`config.mk`:
```
export PLATFORM = sky130hd
export DESIGN_NAME = cursor_array_list
export DESIGN_NICKNAME = d
export VERILOG_FILES = /design/src/rtl/cal_pkg.sv /design/src/rtl/cal_cell.sv /design/src/rtl/cursor_array_list.sv
export SDC_FILE = /design/constraint.sdc
export NUM_CORES = 1
export LEC_CHECK = 0
export BUFFER_PORTS_ARGS = -buffer_cell sky130_fd_sc_hd__clkbuf_2
export CELL_PAD_IN_SITES_DETAIL_PLACEMENT = 0
export CELL_PAD_IN_SITES_GLOBAL_PLACEMENT = 1
export CORE_UTILIZATION = 40
export CTS_BUF_LIST = sky130_fd_sc_hd__clkbuf_16
export DETAILED_ROUTE_END_ITERATION = 7
export PLACE_DENSITY_LB_ADDON = 0.1
export RECOVER_POWER = 25
export SLEW_MARGIN = 20
export SYNTH_ARGS = -nofsm -noshare
export SYNTH_HDL_FRONTEND = slang
export SYNTH_SLANG_ARGS = --single-unit
```
`constraint.sdc`:
```
create_clock -name clk -period 9 [get_ports clk]
set_clock_uncertainty 0.15 [all_clocks]
set_input_delay 1.35 -clock clk [delete_from_list [all_inputs] [get_ports clk]]
set_output_delay 1.35 -clock clk [all_outputs]
set_load 0.05 [all_outputs]
```
`src/rtl/cal_pkg.sv`:
```
package cal_pkg;

    localparam int CAPACITY_DEF = 32;
    localparam int CAPACITY_MAX = 256;

    localparam int DATA_W     = 8;
    localparam int MODE_W     = 4;
    localparam int POS_W      = 5;
    localparam int STATUS_W   = 2;
    localparam int CURSOR_W   = 6;
    localparam int COUNT_W    = 6;
    localparam int CELL_IDX_W = $clog2(CAPACITY_MAX + 1);

    localparam int S_TDATA_W = 24;
    localparam int M_TDATA_W = 24;

    typedef enum logic [MODE_W-1:0] {
        MODE_INSERT  = 4'd0,
        MODE_DELETE  = 4'd1,
        MODE_FRONT   = 4'd2,
        MODE_REAR    = 4'd3,
        MODE_PREV    = 4'd4,
        MODE_NEXT    = 4'd5,
        MODE_GET     = 4'd6,
        MODE_REPLACE = 4'd7,
        MODE_CLEAR   = 4'd8,
        MODE_MOVE    = 4'd9,
        MODE_UPPER   = 4'd10,
        MODE_LOWER   = 4'd11
    } mode_t;

    localparam logic [STATUS_W-1:0] ST_OK    = 2'd0;
    localparam logic [STATUS_W-1:0] ST_FULL  = 2'd1;
    localparam logic [STATUS_W-1:0] ST_EMPTY = 2'd2;
    localparam logic [STATUS_W-1:0] ST_RANGE = 2'd3;

    localparam logic [DATA_W-1:0] CH_LOWER_A = 8'h61;
    localparam logic [DATA_W-1:0] CH_LOWER_Z = 8'h7a;
    localparam logic [DATA_W-1:0] CH_UPPER_A = 8'h41;
    localparam logic [DATA_W-1:0] CH_UPPER_Z = 8'h5a;
    localparam logic [DATA_W-1:0] CASE_DIFF  = CH_LOWER_A - CH_UPPER_A;

    typedef struct packed {
        logic                  shr;
        logic                  shl;
        logic                  wr;
        logic [CELL_IDX_W-1:0] lo;
        logic [CELL_IDX_W-1:0] hi;
        logic [CELL_IDX_W-1:0] widx;
        logic [DATA_W-1:0]     wdata;
    } cell_cmd_t;

    function automatic logic [DATA_W-1:0] to_upper(input logic [DATA_W-1:0] b);
        logic [DATA_W-1:0] r;
        r = b;
        if (b >= CH_LOWER_A && b <= CH_LOWER_Z)
        begin
            r = b - CASE_DIFF;
        end
        return r;
    endfunction

    function automatic logic [DATA_W-1:0] to_lower(input logic [DATA_W-1:0] b);
        logic [DATA_W-1:0] r;
        r = b;
        if (b >= CH_UPPER_A && b <= CH_UPPER_Z)
        begin
            r = b + CASE_DIFF;
        end
        return r;
    endfunction

endpackage

```
`src/rtl/cal_cell.sv`:
```
module cal_cell
    import cal_pkg::*;
#(
    parameter int INDEX = 0
)
(
    input  logic              clk,
    input  cell_cmd_t         cmd,
    input  logic [DATA_W-1:0] left,
    input  logic [DATA_W-1:0] right,
    output logic [DATA_W-1:0] q
);

    localparam logic [CELL_IDX_W-1:0] MY_IDX = CELL_IDX_W'(INDEX);

    logic [DATA_W-1:0] data_reg;
    logic [DATA_W-1:0] data_next;

    always_comb
    begin
        data_next = data_reg;
        priority if (cmd.wr && cmd.widx == MY_IDX)
        begin
            data_next = cmd.wdata;
        end
        else if (cmd.shr && MY_IDX > cmd.lo && MY_IDX <= cmd.hi)
        begin
            data_next = left;
        end
        else if (cmd.shl && MY_IDX >= cmd.lo && MY_IDX < cmd.hi)
        begin
            data_next = right;
        end
        else
        begin
            data_next = data_reg;
        end
    end

    always_ff @(posedge clk)
    begin
        data_reg <= data_next;
    end

    assign q = data_reg;

endmodule

```
`src/rtl/cursor_array_list.sv`:
```
// Byte list of up to CAPACITY entries with a cursor, held in a chain of byte cells
// that shift or rotate all at once. Each input item is one command (tdata: mode[3:0],
// data[11:4], position[16:12]); each produces exactly one output item (status[1:0],
// read_data[9:2], cursor[15:10], count[21:16]) describing the list after the
// command. The cell chain updates at acceptance and the byte at the new cursor is
// selected out of the chain in the following cycle. The next item is accepted once
// that result is registered and the output is free or draining. Cursor reads all
// ones when the list is empty; cursor and count are reported in six bits.
module cursor_array_list
    import cal_pkg::*;
#(
    parameter int CAPACITY = CAPACITY_DEF
)
(
    input  logic                 clk,
    input  logic                 rst_n,
    input  logic                 s_tvalid,
    output logic                 s_tready,
    input  logic [S_TDATA_W-1:0] s_tdata,  // mode, data, position
    output logic                 m_tvalid,
    input  logic                 m_tready,
    output logic [M_TDATA_W-1:0] m_tdata   // status, read_data, cursor, count
);

    localparam int IDX_W = (CAPACITY > 1) ? $clog2(CAPACITY) : 1;
    localparam int CNT_W = $clog2(CAPACITY + 1);
    localparam int CMP_W = (CNT_W > POS_W) ? CNT_W : POS_W;
    localparam logic [CNT_W-1:0] CNT_FULL = CNT_W'(CAPACITY);

    typedef enum logic {S_IDLE, S_READ} state_t;

    state_t              state_reg;
    logic                m_tvalid_reg;
    logic [M_TDATA_W-1:0] m_tdata_reg;
    logic [IDX_W-1:0]    cur_reg;
    logic [IDX_W-1:0]    cur_next;
    logic [CNT_W-1:0]    cnt_reg;
    logic [CNT_W-1:0]    cnt_next;
    logic [STATUS_W-1:0] status_reg;
    logic [STATUS_W-1:0] status_next;
    logic [DATA_W-1:0]   cur_byte_reg;

    mode_t             in_mode;
    logic [DATA_W-1:0] in_data;
    logic [POS_W-1:0]  in_pos;
    logic              accept;
    logic              empty;
    logic              needs_list;
    logic [IDX_W-1:0]  last_idx;
    logic [IDX_W-1:0]  ins_idx;
    logic [IDX_W-1:0]  pos_idx;
    cell_cmd_t         op;
    cell_cmd_t         cmd;

    logic [DATA_W-1:0] cell_q [CAPACITY];
    logic [DATA_W-1:0] rd_byte;
    logic [CURSOR_W-1:0] out_cursor;

    assign in_mode = mode_t'(s_tdata[MODE_W-1:0]);
    assign in_data = s_tdata[MODE_W +: DATA_W];
    assign in_pos  = s_tdata[MODE_W+DATA_W +: POS_W];

    assign s_tready = (state_reg == S_IDLE) && (!m_tvalid_reg || m_tready);
    assign accept   = s_tvalid && s_tready;

    assign empty    = (cnt_reg == '0);
    assign last_idx = IDX_W'(cnt_reg - CNT_W'(1));
    assign ins_idx  = empty ? '0 : cur_reg + IDX_W'(1);
    assign pos_idx  = IDX_W'(in_pos);

    assign needs_list = !(in_mode == MODE_INSERT || in_mode == MODE_CLEAR ||
                          s_tdata[MODE_W-1:0] > MODE_LOWER);

    always_comb
    begin
        status_next = ST_OK;
        cur_next    = cur_reg;
        cnt_next    = cnt_reg;
        op          = '0;
        if (empty && needs_list)
        begin
            status_next = ST_EMPTY;
        end
        else
        begin
            unique case (in_mode)
                MODE_INSERT:
                begin
                    if (cnt_reg == CNT_FULL)
                    begin
                        status_next = ST_FULL;
                    end
                    else
                    begin
                        op.shr   = 1'b1;
                        op.lo    = CELL_IDX_W'(ins_idx);
                        op.hi    = CELL_IDX_W'(cnt_reg);
                        op.wr    = 1'b1;
                        op.widx  = CELL_IDX_W'(ins_idx);
                        op.wdata = in_data;
                        cur_next = ins_idx;
                        cnt_next = cnt_reg + CNT_W'(1);
                    end
                end
                MODE_DELETE:
                begin
                    op.shl = 1'b1;
                    op.lo  = CELL_IDX_W'(cur_reg);
                    op.hi  = CELL_IDX_W'(last_idx);
                    if (cur_reg == last_idx)
                    begin
                        cur_next = cur_reg - IDX_W'(1);
                    end
                    cnt_next = cnt_reg - CNT_W'(1);
                end
                MODE_FRONT:
                begin
                    cur_next = '0;
                end
                MODE_REAR:
                begin
                    cur_next = last_idx;
                end
                MODE_PREV:
                begin
                    if (cur_reg != '0)
                    begin
                        cur_next = cur_reg - IDX_W'(1);
                    end
                end
                MODE_NEXT:
                begin
                    if (cur_reg != last_idx)
                    begin
                        cur_next = cur_reg + IDX_W'(1);
                    end
                end
                MODE_GET:
                begin
                end
                MODE_REPLACE:
                begin
                    op.wr    = 1'b1;
                    op.widx  = CELL_IDX_W'(cur_reg);
                    op.wdata = in_data;
                end
                MODE_CLEAR:
                begin
                    cnt_next = '0;
                    cur_next = '1;
                end
                MODE_MOVE:
                begin
                    if (CMP_W'(in_pos) >= CMP_W'(cnt_reg))
                    begin
                        status_next = ST_RANGE;
                    end
                    else
                    begin
                        if (cur_reg > pos_idx)
                        begin
                            op.shr = 1'b1;
                            op.lo  = CELL_IDX_W'(pos_idx);
                            op.hi  = CELL_IDX_W'(cur_reg);
                        end
                        else
                        begin
                            op.shl = 1'b1;
                            op.lo  = CELL_IDX_W'(cur_reg);
                            op.hi  = CELL_IDX_W'(pos_idx);
                        end
                        op.wr    = 1'b1;
                        op.widx  = CELL_IDX_W'(pos_idx);
                        op.wdata = cur_byte_reg;
                        cur_next = pos_idx;
                    end
                end
                MODE_UPPER:
                begin
                    op.wr    = 1'b1;
                    op.widx  = CELL_IDX_W'(cur_reg);
                    op.wdata = to_upper(cur_byte_reg);
                end
                MODE_LOWER:
                begin
                    op.wr    = 1'b1;
                    op.widx  = CELL_IDX_W'(cur_reg);
                    op.wdata = to_lower(cur_byte_reg);
                end
                default:
                begin
                end
            endcase
        end
    end

    assign cmd = accept ? op : '0;

    for (genvar g = 0; g < CAPACITY; g++)
    begin : g_cell
        logic [DATA_W-1:0] left_q;
        logic [DATA_W-1:0] right_q;
        if (g == 0)
        begin : g_first
            assign left_q = '0;
        end
        else
        begin : g_mid_l
            assign left_q = cell_q[g-1];
        end
        if (g == CAPACITY - 1)
        begin : g_last
            assign right_q = '0;
        end
        else
        begin : g_mid_r
            assign right_q = cell_q[g+1];
        end
        cal_cell #(
            .INDEX (g)
        ) u_cell (
            .clk   (clk),
            .cmd   (cmd),
            .left  (left_q),
            .right (right_q),
            .q     (cell_q[g])
        );
    end

    assign rd_byte    = empty ? '0 : cell_q[cur_reg];
    assign out_cursor = empty ? '1 : CURSOR_W'(cur_reg);

    always_ff @(posedge clk or negedge rst_n)
    begin
        if (!rst_n)
        begin
            state_reg    <= S_IDLE;
            m_tvalid_reg <= 1'b0;
            cur_reg      <= '1;
            cnt_reg      <= '0;
            status_reg   <= ST_OK;
            cur_byte_reg <= '0;
            m_tdata_reg  <= '0;
        end
        else
        begin
            if (m_tvalid_reg && m_tready)
            begin
                m_tvalid_reg <= 1'b0;
            end
            unique case (state_reg)
                S_IDLE:
                begin
                    if (accept)
                    begin
                        cur_reg    <= cur_next;
                        cnt_reg    <= cnt_next;
                        status_reg <= status_next;
                        state_reg  <= S_READ;
                    end
                end
                S_READ:
                begin
                    cur_byte_reg <= rd_byte;
                    m_tdata_reg  <= M_TDATA_W'({COUNT_W'(cnt_reg), out_cursor,
                                                rd_byte, status_reg});
                    m_tvalid_reg <= 1'b1;
                    state_reg    <= S_IDLE;
                end
                default:
                begin
                    state_reg <= S_IDLE;
                end
            endcase
        end
    end

    assign m_tvalid = m_tvalid_reg;
    assign m_tdata  = m_tdata_reg;

`ifndef SYNTHESIS
    a_count_bound: assert property (@(posedge clk) disable iff (!rst_n)
        cnt_reg <= CNT_FULL)
        else $error("item count beyond capacity");

    a_cursor_in_list: assert property (@(posedge clk) disable iff (!rst_n)
        (cnt_reg != '0) |-> (CNT_W'(cur_reg) < cnt_reg))
        else $error("cursor outside the list");

    a_result_follows: assert property (@(posedge clk) disable iff (!rst_n)
        accept |=> ##1 m_tvalid)
        else $error("accepted item produced no result");

    a_no_accept_in_read: assert property (@(posedge clk) disable iff (!rst_n)
        accept |=> !s_tready)
        else $error("item accepted while chain result pending");
`endif

endmodule
```
==> impl_metrics.ini <==
[logic_synthesis]
synth_top_family_by_area = multiplexers
synthAdderAreaFrac_pct = 1.169
ys_seq_area_share_pct = 42.39
yosys-top-cells-count = sky130_fd_sc_hd__nor2_1 (263), sky130_fd_sc_hd__edfxtp_1 (256), sky130_fd_sc_hd__a21oi_1 (251), sky130_fd_sc_hd__mux2i_1 (203), sky130_fd_sc_hd__nand2_1 (150)
synthFlopType = sky130_fd_sc_hd__edfxtp_1
cells_after_synth = 2009
syn_avg_cell_area_um2 = 10.12
synth-compound-area-share_pct = 18.40
number_of_synthesized_flops_with_an_enable_pin = 256
synthXorXnorAreaFrac_pct = 0.6461
synthArstFlopShare_pct = 12.63
yosys-top-cells-area = sky130_fd_sc_hd__edfxtp_1 (38%), sky130_fd_sc_hd__mux2i_1 (10%), sky130_fd_sc_hd__mux4_2 (8.9%)
yosys-mux-area-fraction_pct = 19.63
simple_gate_fraction_of_synth_area_pct = 13.81
synth_area_um2 = 20330
yosys.area.top_type_share_pct = 37.80
post-synth-top-area-cell = sky130_fd_sc_hd__edfxtp_1
ys_seq_elements = 293
synth.lib_cells_used.distinct = 103
yosys_warnings = 0
yosys.cell_count.top_type = sky130_fd_sc_hd__nor2_1

[hold_path]
worst_hold_path.endpoint = status_reg[0]
hold_path_startpoint = status_reg[0]
min_path_type = flop to flop
holdPathStages = 2

[timing]
rsz0062_at_grt = false
timing.fmax_mhz = 141.4
setup_total_negative_slack_ns = 0
report.final.slew_viol_count = 145
setup_viol_count_final = 0
finalCriticalPeriod_ns = 7.073
timing.final.crit_share_pct = 78.59
maxSlewHeadroom_pct = -170.7
timing_worst_slew_pin_value_ns = 4.061
hold_viol_final = 0
worst_hold_margin_ns = 0.3524

[placed_design]
finalWeightedCongestion = 0.9560
io_buffers = 44
dp_hpwl_um = 52870
placedCellCount = 2614

[routing]
postRouteWirelength_um = 72640
wire_per_inst_um = 27.14
drcViolationCount = 0
post_drt_via_cell_ratio = 6.189
firstDrtPassIters = 6
vias = 16568
drt_iter0_drc = 1766
antenna_violating_nets_post_route = 0

[clock_network]
cts_tree = yes
h-tree-depth = 2
clkLatencyLatePin_ns = 0.57
cts.path.max_buffers = 3
post_cts.resized_instances = 0
holdBufCountCts = 0
clock_buffers_created_by_tritoncts = 37
clock_tree.root_cell = sky130_fd_sc_hd__clkbuf_16
path_clk_slew_ns = 0.06
cts.sinks = 293
cts_setup_buffers = 0

[grt]
track_usage_pct = 28.39
number_of_antenna_violations_at_the_first_check_in_global_routing = 1
grt-ovfl-total = 0
grt_max_degree = 50
grt_pass1_vias = 16117
grt_pass1_wl_um = 108100

[final_layout]
largest_register_ffs = 256
final-instance-count-excl-fill = 2677
fraction_of_layout_cells_with_a_size_suffix_above_1_pct = 12.27
finish.net_count = 2029
area_growth_pct = 8.793
antenna_cells = 0
post-route-util_pct = 44.09
fillerInstances = 4865

[power]
ir_worst_vdd_mv = 0.1504
power-per-cell-area_nw_per_um2 = 218.6
p_leak_nw = 8.358

[run_status]
violations = capacitance limit, slew limit
status = finished with violations

[worst_setup_path]
reg_to_reg_end = cur_byte_reg[6]
critical_path_arrival_ns = 7.32
rr_startpoint = cur_reg[0]
worst_path_max_fanout = 45
critPathCaptureType = flop
reg2reg_depth = 5
regToRegSetupSlack_ns = 1.93
cp-start-kind = flop
worst-setup-path-type = flop to flop
critPathRequiredTime_ns = 9.24

[die]
floorplan.die.height_um = 227.5
die-area_um2 = 51740
die_x_um = 227.5
start_util_pct = 40.53
placementRows = 82
core_um2 = 50170
top_level_ports = 54

[flow_run]
max_cap_viol_count = 5
[where the power goes]
group | switching [mW] | internal [mW]
Clock | 0.609 | 0.801
Combinational | 1.07 | 0.642
Sequential | 0.170 | 1.54
Total | 1.85 | 2.98
[worst max path at each step]
stage | startpoint | to | cells past startpoint | slack (ns)
finish | cur_reg[0] | cur_byte_reg[6] | 5 | 1.93
global route | cur_reg[0] | cur_byte_reg[6] | 5 | 1.43
CTS | cur_reg[1] | g_cell[21].u_cell.q[6] | 9 | 3.10
detailed placement | s_tdata[0] | g_cell[3].u_cell.q[7] | 9 | 2.56
global placement | s_tdata[0] | g_cell[3].u_cell.q[5] | 9 | 2.61
floorplan | s_tdata[16] | g_cell[14].u_cell.q[0] | 10 | 3.94
[layout by cell type, fill, tap and decap left out, types with 13 or more instances in the layout]
master / count
sky130_fd_sc_hd__o21ai_0: 85
sky130_fd_sc_hd__inv_1: 36
sky130_fd_sc_hd__a21oi_1: 245
sky130_fd_sc_hd__ha_1: 19
sky130_fd_sc_hd__nor3_1: 30
sky130_fd_sc_hd__nand2_1: 150
sky130_fd_sc_hd__o311ai_1: 13
sky130_fd_sc_hd__nand3_1: 72
sky130_fd_sc_hd__nor2_1: 262
sky130_fd_sc_hd__a31oi_1: 22
sky130_fd_sc_hd__o211ai_1: 27
sky130_fd_sc_hd__a22o_1: 15
sky130_fd_sc_hd__clkbuf_2: 19
sky130_fd_sc_hd__clkbuf_1: 31
sky130_fd_sc_hd__clkbuf_16: 37
sky130_fd_sc_hd__mux4_2: 80
sky130_fd_sc_hd__dfrtp_1: 32
sky130_fd_sc_hd__mux2i_1: 203
sky130_fd_sc_hd__o221ai_1: 19
sky130_fd_sc_hd__edfxtp_1: 256
sky130_fd_sc_hd__buf_4: 38
[critical path, stage by stage, from the launching register on]
cell and delay (ns):
sky130_fd_sc_hd__dfstp_1 1.90, sky130_fd_sc_hd__clkbuf_1 2.94, sky130_fd_sc_hd__mux4_2 0.85, sky130_fd_sc_hd__mux4_2 0.61, sky130_fd_sc_hd__mux2i_1 0.24, sky130_fd_sc_hd__o22ai_1 0.11
[stage by stage]
stage	instance area (µm²)	setup slack [ns]	power [mW]
floorplan	20340	3.942	2.850
global placement	21130	2.611	3.432
detailed placement	21130	2.558	3.446
CTS	22230	3.096	4.863
global route	22120	1.426	5.005
finish	22120	1.927	4.835
[logic make-up (layout without fill, tap and decap cells)]
kind of cell    count (synthesis)  count (layout)
compound gates                581             581
xor+xnor                       15              15
fa+ha+maj                      19              19
buf+inv                       186             181
flops                         293             293
mux                           297             297
other cells                     1               2
simple gates                  617             617
[metal layers]
layer  global-route usage (%)  wire (µm)  vias to the layer above
met5                        0          0                        -
met4                    7.512       1582                        0
met3                    3.872       4172                       82
met2                    46.79      34730                      550
met1                    39.11      32160                     8274
li1                         -          -                     7662
[layout make-up]
type / instances / area [µm²] / area share (%)
multi-input combinational: 1531 / 10950 / 49.51
sequential: 293 / 8623 / 38.98
timing repair buffer: 88 / 496.7 / 2.245
tap: 672 / 840.8 / 3.801
clock inverter: 25 / 166.4 / 0.7522
inverter: 31 / 116.4 / 0.5260
clock buffer: 37 / 925.9 / 4.185
No activity file was read; power rests on OpenSTA's default activity.
